--- config.mk ---
export PLATFORM = sky130hd
export DESIGN_NAME = nhr_ctrl
export DESIGN_NICKNAME = d
export VERILOG_FILES = /design/src/design/nhr_pkg.sv /design/src/design/nhr_ctrl.sv
export SDC_FILE = /design/constraint.sdc
export NUM_CORES = 1
export LEC_CHECK = 0
export BUFFER_PORTS_ARGS = -buffer_cell sky130_fd_sc_hd__buf_2
export CELL_PAD_IN_SITES_DETAIL_PLACEMENT = 0
export CELL_PAD_IN_SITES_GLOBAL_PLACEMENT = 1
export CORE_MARGIN = 4
export CORE_UTILIZATION = 37
export CTS_CLUSTER_DIAMETER = 40
export DETAILED_ROUTE_END_ITERATION = 8
export PLACE_DENSITY = 0.84
export SYNTH_ARGS = -nofsm -noshare
export SYNTH_HDL_FRONTEND = slang
export SYNTH_SLANG_ARGS = --single-unit
--- constraint.sdc ---
create_clock -name clk -period 2.6 [get_ports clk]
set_input_delay 0.13 -clock clk [delete_from_list [all_inputs] [get_ports clk]]
set_output_delay 0.13 -clock clk [all_outputs]
set_load 0.005 [all_outputs]
--- src/design/nhr_pkg.sv ---
// ----------------------------------------------------------------------------
// nhr_pkg
// Shared codes, widths and control bundles of the next hop resolver.
// ----------------------------------------------------------------------------
package nhr_pkg;

	localparam int unsigned DEF_ROUTE_DEPTH    = 128;
	localparam int unsigned DEF_NEIGHBOR_DEPTH = 128;

	localparam int unsigned OP_W    = 2;
	localparam int unsigned IDX_W   = 7;
	localparam int unsigned IP_W    = 32;
	localparam int unsigned PORT_W  = 2;
	localparam int unsigned MAC_W   = 48;
	localparam int unsigned CFG_A_W = 8;
	localparam int unsigned CFG_D_W = 8;

	localparam logic [OP_W-1:0] OP_LOOKUP    = 2'd0;
	localparam logic [OP_W-1:0] OP_ROUTE_WR  = 2'd1;
	localparam logic [OP_W-1:0] OP_NBR_WR    = 2'd2;

	localparam logic [CFG_A_W-1:0] REG_ROUTE_USED    = 8'd0;
	localparam logic [CFG_A_W-1:0] REG_NEIGHBOR_USED = 8'd1;

	typedef struct packed {
		logic wr_route;
		logic wr_nbr;
		logic start;
		logic rd_route;
		logic rd_nbr;
		logic load_out;
	} nhr_cmd_t;

	typedef struct packed {
		logic route_found;
		logic rsp_free;
	} nhr_status_t;

endpackage

--- src/design/nhr_ctrl.sv ---
// ----------------------------------------------------------------------------
// nhr_ctrl
// Sequencer: takes requests, runs the route scan and the neighbor scan,
// holds the two entry count registers.
// ----------------------------------------------------------------------------
module nhr_ctrl
	import nhr_pkg::*;
#(
	parameter int unsigned ROUTE_DEPTH    = DEF_ROUTE_DEPTH,
	parameter int unsigned NEIGHBOR_DEPTH = DEF_NEIGHBOR_DEPTH,
	localparam int unsigned RAW = (ROUTE_DEPTH > 1) ? $clog2(ROUTE_DEPTH) : 1,
	localparam int unsigned NAW = (NEIGHBOR_DEPTH > 1) ? $clog2(NEIGHBOR_DEPTH) : 1
) (
	input  logic               clk,
	input  logic               arst_n,
	input  logic               req_valid,
	output logic               req_stall,
	input  logic [OP_W-1:0]    operation,
	input  logic               cfg_valid,
	output logic               cfg_ready,
	input  logic [CFG_A_W-1:0] cfg_index,
	input  logic [CFG_D_W-1:0] cfg_data,
	output nhr_cmd_t           cmd,
	input  nhr_status_t        status,
	output logic [RAW-1:0]     route_addr,
	output logic [NAW-1:0]     nbr_addr
);

	localparam int unsigned MAXD = (ROUTE_DEPTH > NEIGHBOR_DEPTH) ? ROUTE_DEPTH
		: NEIGHBOR_DEPTH;
	localparam int unsigned CW = $clog2(MAXD + 1);

	localparam logic [2:0] S_IDLE   = 3'd0;
	localparam logic [2:0] S_RSCAN  = 3'd1;
	localparam logic [2:0] S_RDRAIN = 3'd2;
	localparam logic [2:0] S_NSCAN  = 3'd3;
	localparam logic [2:0] S_NDRAIN = 3'd4;
	localparam logic [2:0] S_OUT    = 3'd5;

	logic [2:0]         state_q, state_d;
	logic [CW-1:0]      idx_q, idx_d, idx_inc;
	logic               dcnt_q, dcnt_d;
	logic [CFG_D_W-1:0] route_used_q, nbr_used_q;
	logic [CW-1:0]      rlim, nlim;
	logic               accept;

	assign cfg_ready = 1'b1;

	always_ff @(posedge clk or negedge arst_n) begin
		if (!arst_n) begin
			route_used_q <= '0;
			nbr_used_q   <= '0;
		end else if (cfg_valid) begin
			if (cfg_index == REG_ROUTE_USED)
				route_used_q <= cfg_data;
			else if (cfg_index == REG_NEIGHBOR_USED)
				nbr_used_q <= cfg_data;
		end
	end

	// counts above the table depth saturate
	assign rlim = (32'(route_used_q) > ROUTE_DEPTH) ? CW'(ROUTE_DEPTH) : CW'(route_used_q);
	assign nlim = (32'(nbr_used_q) > NEIGHBOR_DEPTH) ? CW'(NEIGHBOR_DEPTH)
		: CW'(nbr_used_q);

	assign req_stall  = (state_q != S_IDLE);
	assign accept     = req_valid && !req_stall;
	assign idx_inc    = idx_q + CW'(1);
	assign route_addr = idx_q[RAW-1:0];
	assign nbr_addr   = idx_q[NAW-1:0];

	always_comb begin
		state_d = state_q;
		idx_d   = idx_q;
		dcnt_d  = dcnt_q;
		cmd     = '0;
		unique case (state_q)
			S_IDLE: begin
				if (accept) begin
					cmd.wr_route = (operation == OP_ROUTE_WR);
					cmd.wr_nbr   = (operation == OP_NBR_WR);
					if (operation == OP_LOOKUP) begin
						cmd.start = 1'b1;
						idx_d     = '0;
						dcnt_d    = 1'b0;
						state_d   = (rlim == '0) ? S_RDRAIN : S_RSCAN;
					end
				end
			end
			S_RSCAN: begin
				cmd.rd_route = 1'b1;
				idx_d        = idx_inc;
				if (idx_inc == rlim) begin
					dcnt_d  = 1'b0;
					state_d = S_RDRAIN;
				end
			end
			S_RDRAIN: begin
				// wait, via dcnt, until the last route entry has been ranked
				dcnt_d = 1'b1;
				if (dcnt_q) begin
					idx_d   = '0;
					state_d = S_NSCAN;
				end
			end
			S_NSCAN: begin
				if (!status.route_found || nlim == '0) begin
					state_d = S_OUT;
				end else begin
					cmd.rd_nbr = 1'b1;
					idx_d      = idx_inc;
					if (idx_inc == nlim)
						state_d = S_NDRAIN;
				end
			end
			S_NDRAIN: begin
				state_d = S_OUT;
			end
			S_OUT: begin
				if (status.rsp_free) begin
					cmd.load_out = 1'b1;
					state_d      = S_IDLE;
				end
			end
			default: begin
				state_d = S_IDLE;
			end
		endcase
	end

	always_ff @(posedge clk or negedge arst_n) begin
		if (!arst_n) begin
			state_q <= S_IDLE;
			idx_q   <= '0;
			dcnt_q  <= 1'b0;
		end else begin
			state_q <= state_d;
			idx_q   <= idx_d;
			dcnt_q  <= dcnt_d;
		end
	end

endmodule

---- Yosys cells after proc, flatten, opt, wreduce, memory -nomap -nowiden ----
Index checks and enable logic that the tools add are counted.
storage, ports and cells
  bits in read-only memories .............. 0
  register bits after elaboration ......... 28
  word-level logic and storage cells ...... 71
  input bits .............................. 24
  output and inout bits ................... 22
  memories ................................ 0
  bits in latches ......................... 0
  RAM bits ................................ 0
operators by class
  shift-type cells ........................ 0
  $lt $le $gt $ge ......................... 2
  muxes and demuxes ....................... 28
  add/sub/neg operators ................... 1
  bitwise operators ....................... 1
  multiply operators ...................... 0
  divide/modulo/power cells ............... 0
  reductions and logical operators ........ 17
  equal/unequal tests ..................... 17
operators with widths
  kind                 count
  $mux 8               6
  $pmux 8 s4           1
  $mux 3               9
  $logic_not 8->1      3
  $pmux 3 s6           1
  $eq 8x8->1           2
  $gt 8x8->1 const B   2
  $ne 2x2->1 const B   6
  $mux 1               9
  $add 8x1->8 const B  1
  $eq 8x1->1 const B   1
  $eq 3x2->1 const B   2
  $eq 3x3->1 const B   2
  $reduce_and 6->1     1
  $reduce_bool 3->1    2
  $reduce_and 5->1     1
  $reduce_and 4->1     1
  $reduce_bool 4->1    1
  $eq 3x1->1 const B   1
  $logic_not 3->1      1
  $ne 3x3->1 const B   1
  $pmux 1 s3           1
  $reduce_and 3->1     1
  $eq 2x1->1 const B   1
  other kinds (8)      9

---- Longest topological paths before layout ----
Gate-level depths: netlist of run 1.
  word-level depth ........................ 7
  gate-level depth with buffers ........... 8
  depth with buffers taken out ............ 8

---- Least setup slack after synthesis of run 1 ----
No wires, ideal clock.
  kind .................................... flip-flop to flip-flop
  start point ............................. register idx_q[1]
  end point ............................... register state_q[0]
  required time ........................... 2.480 ns
  arrival ................................. 2.359 ns
  clock period less this slack ............ 2.479 ns
  setup slack ............................. 0.121 ns
  cell stages (with the launch flop) ...... 9
  path through ............................ dfrtp_1 ha_1 xnor2_2 xnor2_1 or4_1 a32oi_1 a31oi_1 or4_1 o211a_1
between the ends
  cells in the longest elaborated chain, start to end .. 4
  elaborated cells between the ends (all ways) .. 6
  classes of those cells .................. 1 x add/sub; 4 x eq/ne; 1 x reduce/logical
ends and longest elaborated chain
  item                                                RTL line                         RTL
  start: declaration                                  nhr_ctrl.sv:41                   logic [CW-1:0] idx_q, idx_d, idx_inc;
  start signal: assignment                            nhr_ctrl.sv:138                  idx_q <= idx_d;
  $add 8x1->8 *                                       nhr_ctrl.sv:68                   assign idx_inc = idx_q + CW'(1);
  $eq 8x8->1 (on tied branches)                       nhr_ctrl.sv:112, nhr_ctrl.sv:93
  $ne 3x3->1 (no line) or $ne 2x2->1 (tied branches)  --
  $reduce_and 6->1 (no line) *                        --
  end signal: assignment                              nhr_ctrl.sv:137                  state_q <= state_d;
  end: declaration                                    nhr_ctrl.sv:40                   logic [2:0] state_q, state_d;
Mark *: on every way between the ends. The rest lies on a longest branch, timed or not.
A chain may end at the register's enable or synchronous reset.

---- Worst setup path after layout of run 1 ----
  start point ............................. register idx_q[0]
  end point ............................... register state_q[0]
Same word-level chain as after synthesis.

==> results of run 1 <==
[worst max-delay path, delay by kind of cell (launching register included)]
family	cells	cell delay, ns
AND/OR/NAND/NOR	2	0.76
AO/OA/AOI/OAI	3	0.63
flip-flops	1	0.46
XOR/XNOR	2	0.35
buffers and inverters	1	0.18
[path summary, 6_finish.rpt]
check / from / endpoint / slack [ns] / depth (start not counted)
setup reg to reg: idx_q[0] / state_q[0] / 0.11 / 8
max in group asynchronous: arst_n / idx_q[1] / 1.74 / 2
setup / recovery: idx_q[0] / state_q[0] / 0.11 / 8
min in group asynchronous: arst_n / route_used_q[2] / 0.40 / 2
hold / removal: cfg_data[1] / route_used_q[1] / 0.09 / 2
hold reg to reg: nbr_used_q[5] / nbr_used_q[5] / 0.57 / 1
[power groups by stage]
stage | Clock, mW | Sequential [mW] | Combinational [mW]
final | 0.342 | 0.670 | 1.07
after global routing | 0.376 | 0.686 | 1.18
after CTS | 0.359 | 0.658 | 0.989
after detailed placement | 0 | 0.666 | 0.981
after global placement | 0 | 0.662 | 0.966
after floorplan | 0 | 0.572 | 0.836
[cell families after synthesis]
kind of cell | synth area share (%)
flops | 34.0
compound gates | 16.9
simple gates | 21.4
buf+inv | 9.78
fa+ha+maj | 0.607
other cells | 0.182
xor+xnor | 6.86
mux | 10.2
[repair_timing]
item / CTS / global route
hold buffers: 1 / 0
hold endpoints to repair: 28 / 0
gates resized for setup: 1 / 10
buffers inserted: 0 / 1
endpoints found under the setup margin: 2 / 2
pin swaps: 1 / 3
[metrics by stage]
stage | std cells | utilization, % | instance area [um2]
after floorplan | 226 | - | 2060
after global placement | 327 | 43.9 | 2300
after detailed placement | 327 | 43.9 | 2300
after CTS | 332 | 45.4 | 2380
after global routing | 333 | 46.6 | 2440
final | 333 | 46.6 | 2440
[Yosys cell counts, types with 2 or more instances]
cell type  instances
dfrtp_1           28
nand2_1           24
buf_4             16
mux2_2            16
nor2_1            15
o21ai_0           14
inv_1              9
clkbuf_1           7
or3_1              7
nor3_1             6
xnor2_1            6
nand3_1            5
nor4_1             5
a21oi_1            4
nor3b_1            4
a31oi_1            3
mux2i_1            3
nor4b_1            3
o211ai_1           3
xnor2_2            3
a211oi_1           2
a22o_1             2
a41oi_1            2
and3_1             2
buf_2              2
nand3b_1           2
nor2b_1            2
o21a_1             2
o21ba_2            2
o31ai_1            2
or4_1              2
xor2_1             2
[per-layer routing]
layer	wire, um	GRT usage (%)	vias to the layer above
li1	-	-	881
met1	2370	21.1	829
met2	2190	23.2	52
met3	297	3.25	2
met4	10	1.96	0
met5	0	0	-
[sequential cells by signal, summed over array words and instances, names as in the netlist]
| register | cells |
|---|---|
| idx_q | 8 |
| nbr_used_q | 8 |
| route_used_q | 8 |
| state_q | 3 |
| dcnt_q | 1 |
[layout make-up]
type                    count  area, um2  share of cell area (%)
multi-input cells         163       1210                    49.5
clock buffers               3       41.3                    1.69
repair buffers             59        335                    13.7
flip-flops and latches     28        704                    28.8
well taps                  70       87.6                    3.59
clock inverters             1       30.0                    1.23
inverters                   9       33.8                    1.38
==> impl_results.md, run 1 <==
* Run status: complete, no violations
* PortBufs at 44
* Commonest non-fill, non-tap cells in the layout: buf_2 (44), dfrtp_1 (25), nand2_1 (24)
* RePlAce Congestion at 0.890
* Initial antenna violation count at 0
* GRT overflow at 0
* Diode count at 0
* Share of layout cells above drive strength 1 at a little over a third
* Via Count at approximately 1.8k
* Crit share post-route at 95.9%
* Final worst setup slack at around 0.11 ns
* Slew HR at 52.0%
* Period minus WS final at about 2.5 ns
* Comb pwr share at 51.4%
* Sequential share of power at between 30% and 40%
* Die Width at 82.6 um
* Critical Path End Type: register
* Max Freq at 401 MHz
* Critical path's slowest cell: or4_1
* Initial Utilization at 39.3%
* TritonCTS clock tree: done
* Sw Ratio at about two fifths
* Startpoint types: register
* Int Pwr at 1.25 mW
* DRC at 0
* Clk pin slew, worst setup/hold paths at 0.09 ns
* Pleak at 1.13 nW
* Yosys Warn Count at 0
* Final antenna-violating net count at 0
* Synth top area share at 34.0%
* Synth Flop Type: dfrtp_1
* Critical path peak fanout at 7
* Sequential-to-total area share from yosys stat at 34.0%
* Area delta synth->final at 18.5%
* Final setup viols at 0
* Post-synth top area cell: dfrtp_1
* GRT Overall Usage at between 10% and 20%
* Final Hold Fails at 0
* Synth cell types at 53
* Unrepaired setup endpoints after global routing: false
* Root buf cell: clkbuf_8
* Vias in the first global route at 1650
* Largest net degree at the start of global routing at 29
* Row cnt at 26
* WP data required at 2.77 ns
* Hold Slack at 0.0918 ns
* Dpl ws at 0.0144 ns
* Clk Latency, worst-skew pair at approximately 0.27 ns
* Starting DRT DRC Count at 76
* Chip height at 82.6 um
* Core ar. at 5240 um2
* Clk pwr share at roughly 16%
* Max IR drop VDD at 0.509 mV
* Io pins at 46
* Final Max Tran Viols at 0
* Largest cells by area after synthesis: dfrtp_1 (34%), mux2_2 (8.7%), buf_4 (5.8%)
* DR WL/cell at approximately 15 um
* Cts bufs inserted at 3
* Dpl hpwl at about 3.7 mm
* CP most frequent cell: xnor2_2
* Commonest non-fill, non-tap cell in the layout: buf_2
* Die area at 6830 um2
* HP Class: input pin to register
* CTS Sinks at 28
* Critical Path AT at 2.67 ns
* Setup Skew at 0.00186 ns
* Fillers at 517
* Routed vias/inst at 5.30
* Seq cells post-synth at 28
* WS Path Type: register to register
* Final wirelength at 4.87 mm
* Syn_area_per_cell at 9.12 um2
* Drt pass-1 iters at 4
* Gate Count Post-Synth at 226
* Number of synthesized flops with an enable pin at 0
* Global-route wire length before repair at just under 8 mm
* Total Power at 2.08 mW
* Mapped Area at a little over 2000 um2
* Max Cap Viol at 0
* Asr flop ratio synth at 100%
* Syn_nets at 251
* Crit-path cells: buf_4, and3_1, xnor2_2, xnor2_2, o32ai_2, a41oi_2, or4_1, o211a_1
* Worst-margin pin slew at 0.718 ns
* Max clock buf depth at 2
* Sum of negative setup slack at 0 ns
* H-Tree Depth at 1
* Psw at 0.832 mW
* CP max stage delay at 0.52 ns
* Pwr dens at 852 nW/um2
* Final Net Count at 289
(Power assumes the default switching activity.)
==> inputs of run 2 (changes only) <==
--- a/config.mk
+++ b/config.mk
@@ -12,7 +12,7 @@
 export CORE_UTILIZATION = 37
 export CTS_CLUSTER_DIAMETER = 40
 export DETAILED_ROUTE_END_ITERATION = 8
-export PLACE_DENSITY = 0.84
+export PLACE_DENSITY = 0.87
 export SYNTH_ARGS = -nofsm -noshare
 export SYNTH_HDL_FRONTEND = slang
 export SYNTH_SLANG_ARGS = --single-unit
==> run 2 against run 1 <==
Effect of this change:
- first-iteration DRC count grew 46%
- non-clock buffer count is 2 lower
- die area unchanged
- sequential power fell by 5.5%
- cell area decreased by 2.7%
- sequential share of layout area is 0.74 points higher
- maximum frequency rose by 1.2%
- clock-buffer cell count stayed put
- register-to-register slack improved by 0.03 ns
- worst hold slack got worse by 0.0032 ns
- wire length is 5.0% lower
- critical path type unchanged
- critical endpoint unchanged
- highest routed layer unchanged
==> impl_results.md, run 2 (same netlist as run 1, synthesis figures left out) <==
* Final Hold Fails at 0 (unchanged)
* Commonest non-fill, non-tap cell in the layout: buf_2 (unchanged)
* DR WL/cell at 14.0 um (was 14.6 um)
* Final Net Count at 287 (was 289)
* Chip height at 82.6 um (unchanged)
* GRT overflow at 0 (unchanged)
* Drt pass-1 iters at 4 (unchanged)
* Reg-to-reg critical path endpoint: state_q[0] (unchanged)
* Worst-margin pin slew at 0.669 ns (was 0.718 ns)
* Io pins at 46 (unchanged)
* Final setup viols at 0 (unchanged)
* Starting DRT DRC Count at 111 (was 76)
* Post-CTS setup buffers at 0 (unchanged)
* Slew HR at 55.2% (was 52.0%)
* Run status: complete, no violations (unchanged)
* GRT Overall Usage at 14.5% (was 14.7%)
* Startpoint types: register (unchanged)
* Area delta synth->final at 15.4% (was 18.5%)
* Final Instance Area at 2380 um2 (was 2440 um2)
* Period minus WS final at 2.47 ns (was 2.49 ns)
* Commonest non-fill, non-tap cells in the layout: buf_2 (44), dfrtp_1 (26), nand2_1 (24) (was buf_2 (44), dfrtp_1 (25), nand2_1 (24))
* Max clock buf depth at 2 (unchanged)
* HP Class: input pin to register (unchanged)
* Critical path peak fanout at 7 (unchanged)
* Initial Utilization at 39.3% (unchanged)
* Sequential cell area at 703 um2 (was 704 um2)
* Global-route wire length before repair at 7.73 mm (was 7.85 mm)
* Sum of negative setup slack at 0 ns (unchanged)
* Worst Hold Path EP: nbr_used_q[0] (was route_used_q[1])
* Largest net degree at the start of global routing at 29 (unchanged)
* Max Freq at 405 MHz (was 401 MHz)
* Share of layout cells above drive strength 1 at 33.7% (was 36.1%)
* Cts bufs inserted at 3 (unchanged)
* Max IR drop VDD at 0.385 mV (was 0.509 mV)
* Setup Skew at 0.0107 ns (was 0.00186 ns)
* Vias in the first global route at 1626 (was 1650)
* Critical Path AT at 2.65 ns (was 2.67 ns)
* Root buf cell: clkbuf_8 (unchanged)
* Fin util at 45.4% (was 46.6%)
* Die Width at 82.6 um (unchanged)
* Crit share post-route at 94.9% (was 95.9%)
* Dpl hpwl at 3.62 mm (was 3.69 mm)
* H-Tree Depth at 1 (unchanged)
* Clk Latency, worst-skew pair at 0.29 ns (was 0.27 ns)
* WP data required at 2.79 ns (was 2.77 ns)
* Multi-input combinational cell area at 1160 um2 (was 1210 um2)
* Row cnt at 26 (unchanged)
* Routed vias/inst at 5.40 (was 5.30)
* CTS Sinks at 28 (unchanged)
* Diode count at 0 (unchanged)
* Initial antenna violation count at 0 (unchanged)
* Die area at 6830 um2 (unchanged)
* Unrepaired setup endpoints after global routing: false (unchanged)
* Via Count at 1789 (was 1764)
* WS Path Type: register to register (unchanged)
* Flop-to-flop setup slack at 0.13 ns (was 0.11 ns)
* TritonCTS clock tree: done (unchanged)
* Final antenna-violating net count at 0 (unchanged)
* Fillers at 502 (was 517)
* Worst hold start: cfg_data[0] (was cfg_data[1])
* Final Max Tran Viols at 0 (unchanged)
* Worst Hold Path Cells at 2 (unchanged)
* Clk pin slew, worst setup/hold paths at 0.11 ns (was 0.09 ns)
* Largest regs: idx_q (8), nbr_used_q (8), route_used_q (8) (unchanged)
* Critical Path End Type: register (unchanged)
* Pleak at 1.10 nW (was 1.13 nW)
* DRC at 0 (unchanged)
* RePlAce Congestion at 0.793 (was 0.890)
* Dpl cell area at 2290 um2 (was 2300 um2)
* Final wirelength at 4.63 mm (was 4.87 mm)
* Reg2Reg Depth at 7 (was 8)
* Max Cap Viol at 0 (unchanged)
* PortBufs at 44 (unchanged)
* Pwr dens at 832 nW/um2 (was 852 nW/um2)
* Core ar. at 5240 um2 (unchanged)
* Reg2Reg Launch Point: idx_q[4] (was idx_q[0])
run 2: cell types whose count changed in the layout (fill, tap and decap cells not counted), sizes merged:
cell  delta
buf      -2
run 2: final cells by class:
| type | instances | share of cell area [%] |
|---|---|---|
| clock buffer | 3 | 1.74 |
| clock inverter | 1 | 1.26 |
| inverter | 9 | 1.42 |
| multi-input combinational | 163 | 48.8 |
| sequential | 28 | 29.6 |
| tap | 70 | 3.68 |
| timing repair buffer | 57 | 13.5 |
run 2: what timing repair did:
action,CTS,global route
setup endpoints to repair,0,2
resized for setup,0,5
hold endpoints to repair,28,0
hold buffers,1,0
run 2: critical path, stage by stage (launching register included):
cell and delay, ns:
dfrtp_2 0.45, inv_1 0.11, or3_1 0.47, a211o_1 0.33, a32oi_1 0.20, a31oi_1 0.14
or4_1 0.53, o211a_1 0.14
run 2: worst max-delay path by stage:
stage             start          to  slack [ns]  cells past startpoint
2_1_floorplan  idx_q[1]  state_q[0]        0.12                      8
3_3_place_gp   idx_q[4]  state_q[0]         0.1                      7
3_5_place_dp   idx_q[0]  state_q[0]        0.05                      9
4_1_cts        idx_q[4]  state_q[0]        0.03                      7
5_1_grt        idx_q[5]  state_q[0]       0.008                      7
6_report       idx_q[4]  state_q[0]        0.13                      7
run 2: layer usage:
layer  up-vias  global-route usage [%]  part of all wire, %
li1        874                       -                    -
met1       858                    19.8                   46
met2        55                    24.4                   47
met3         2                    2.93                  6.5
met4         0                    1.96                 0.48
met5         -                       0                    0
run 2: where the power goes:
group / leakage [nW] / internal, mW / switching, mW
clock: 0.0357 / 0.206 / 0.150
sequential: 0.370 / 0.512 / 0.121
combinational: 0.699 / 0.471 / 0.520
total: 1.10 / 1.19 / 0.790
run 2: stage by stage:
stage	power [mW]	setup slack (ns)	std cells	hold WS (ns)
final	1.98	0.134	331	0.0886
after global routing	2.13	0.00840	331	0.0861
after CTS	1.98	0.0261	331	0.0865
after detailed placement	1.62	0.0479	326	0.183
after global placement	1.61	0.0993	326	0.180
after floorplan	1.41	0.121	226	-0.166
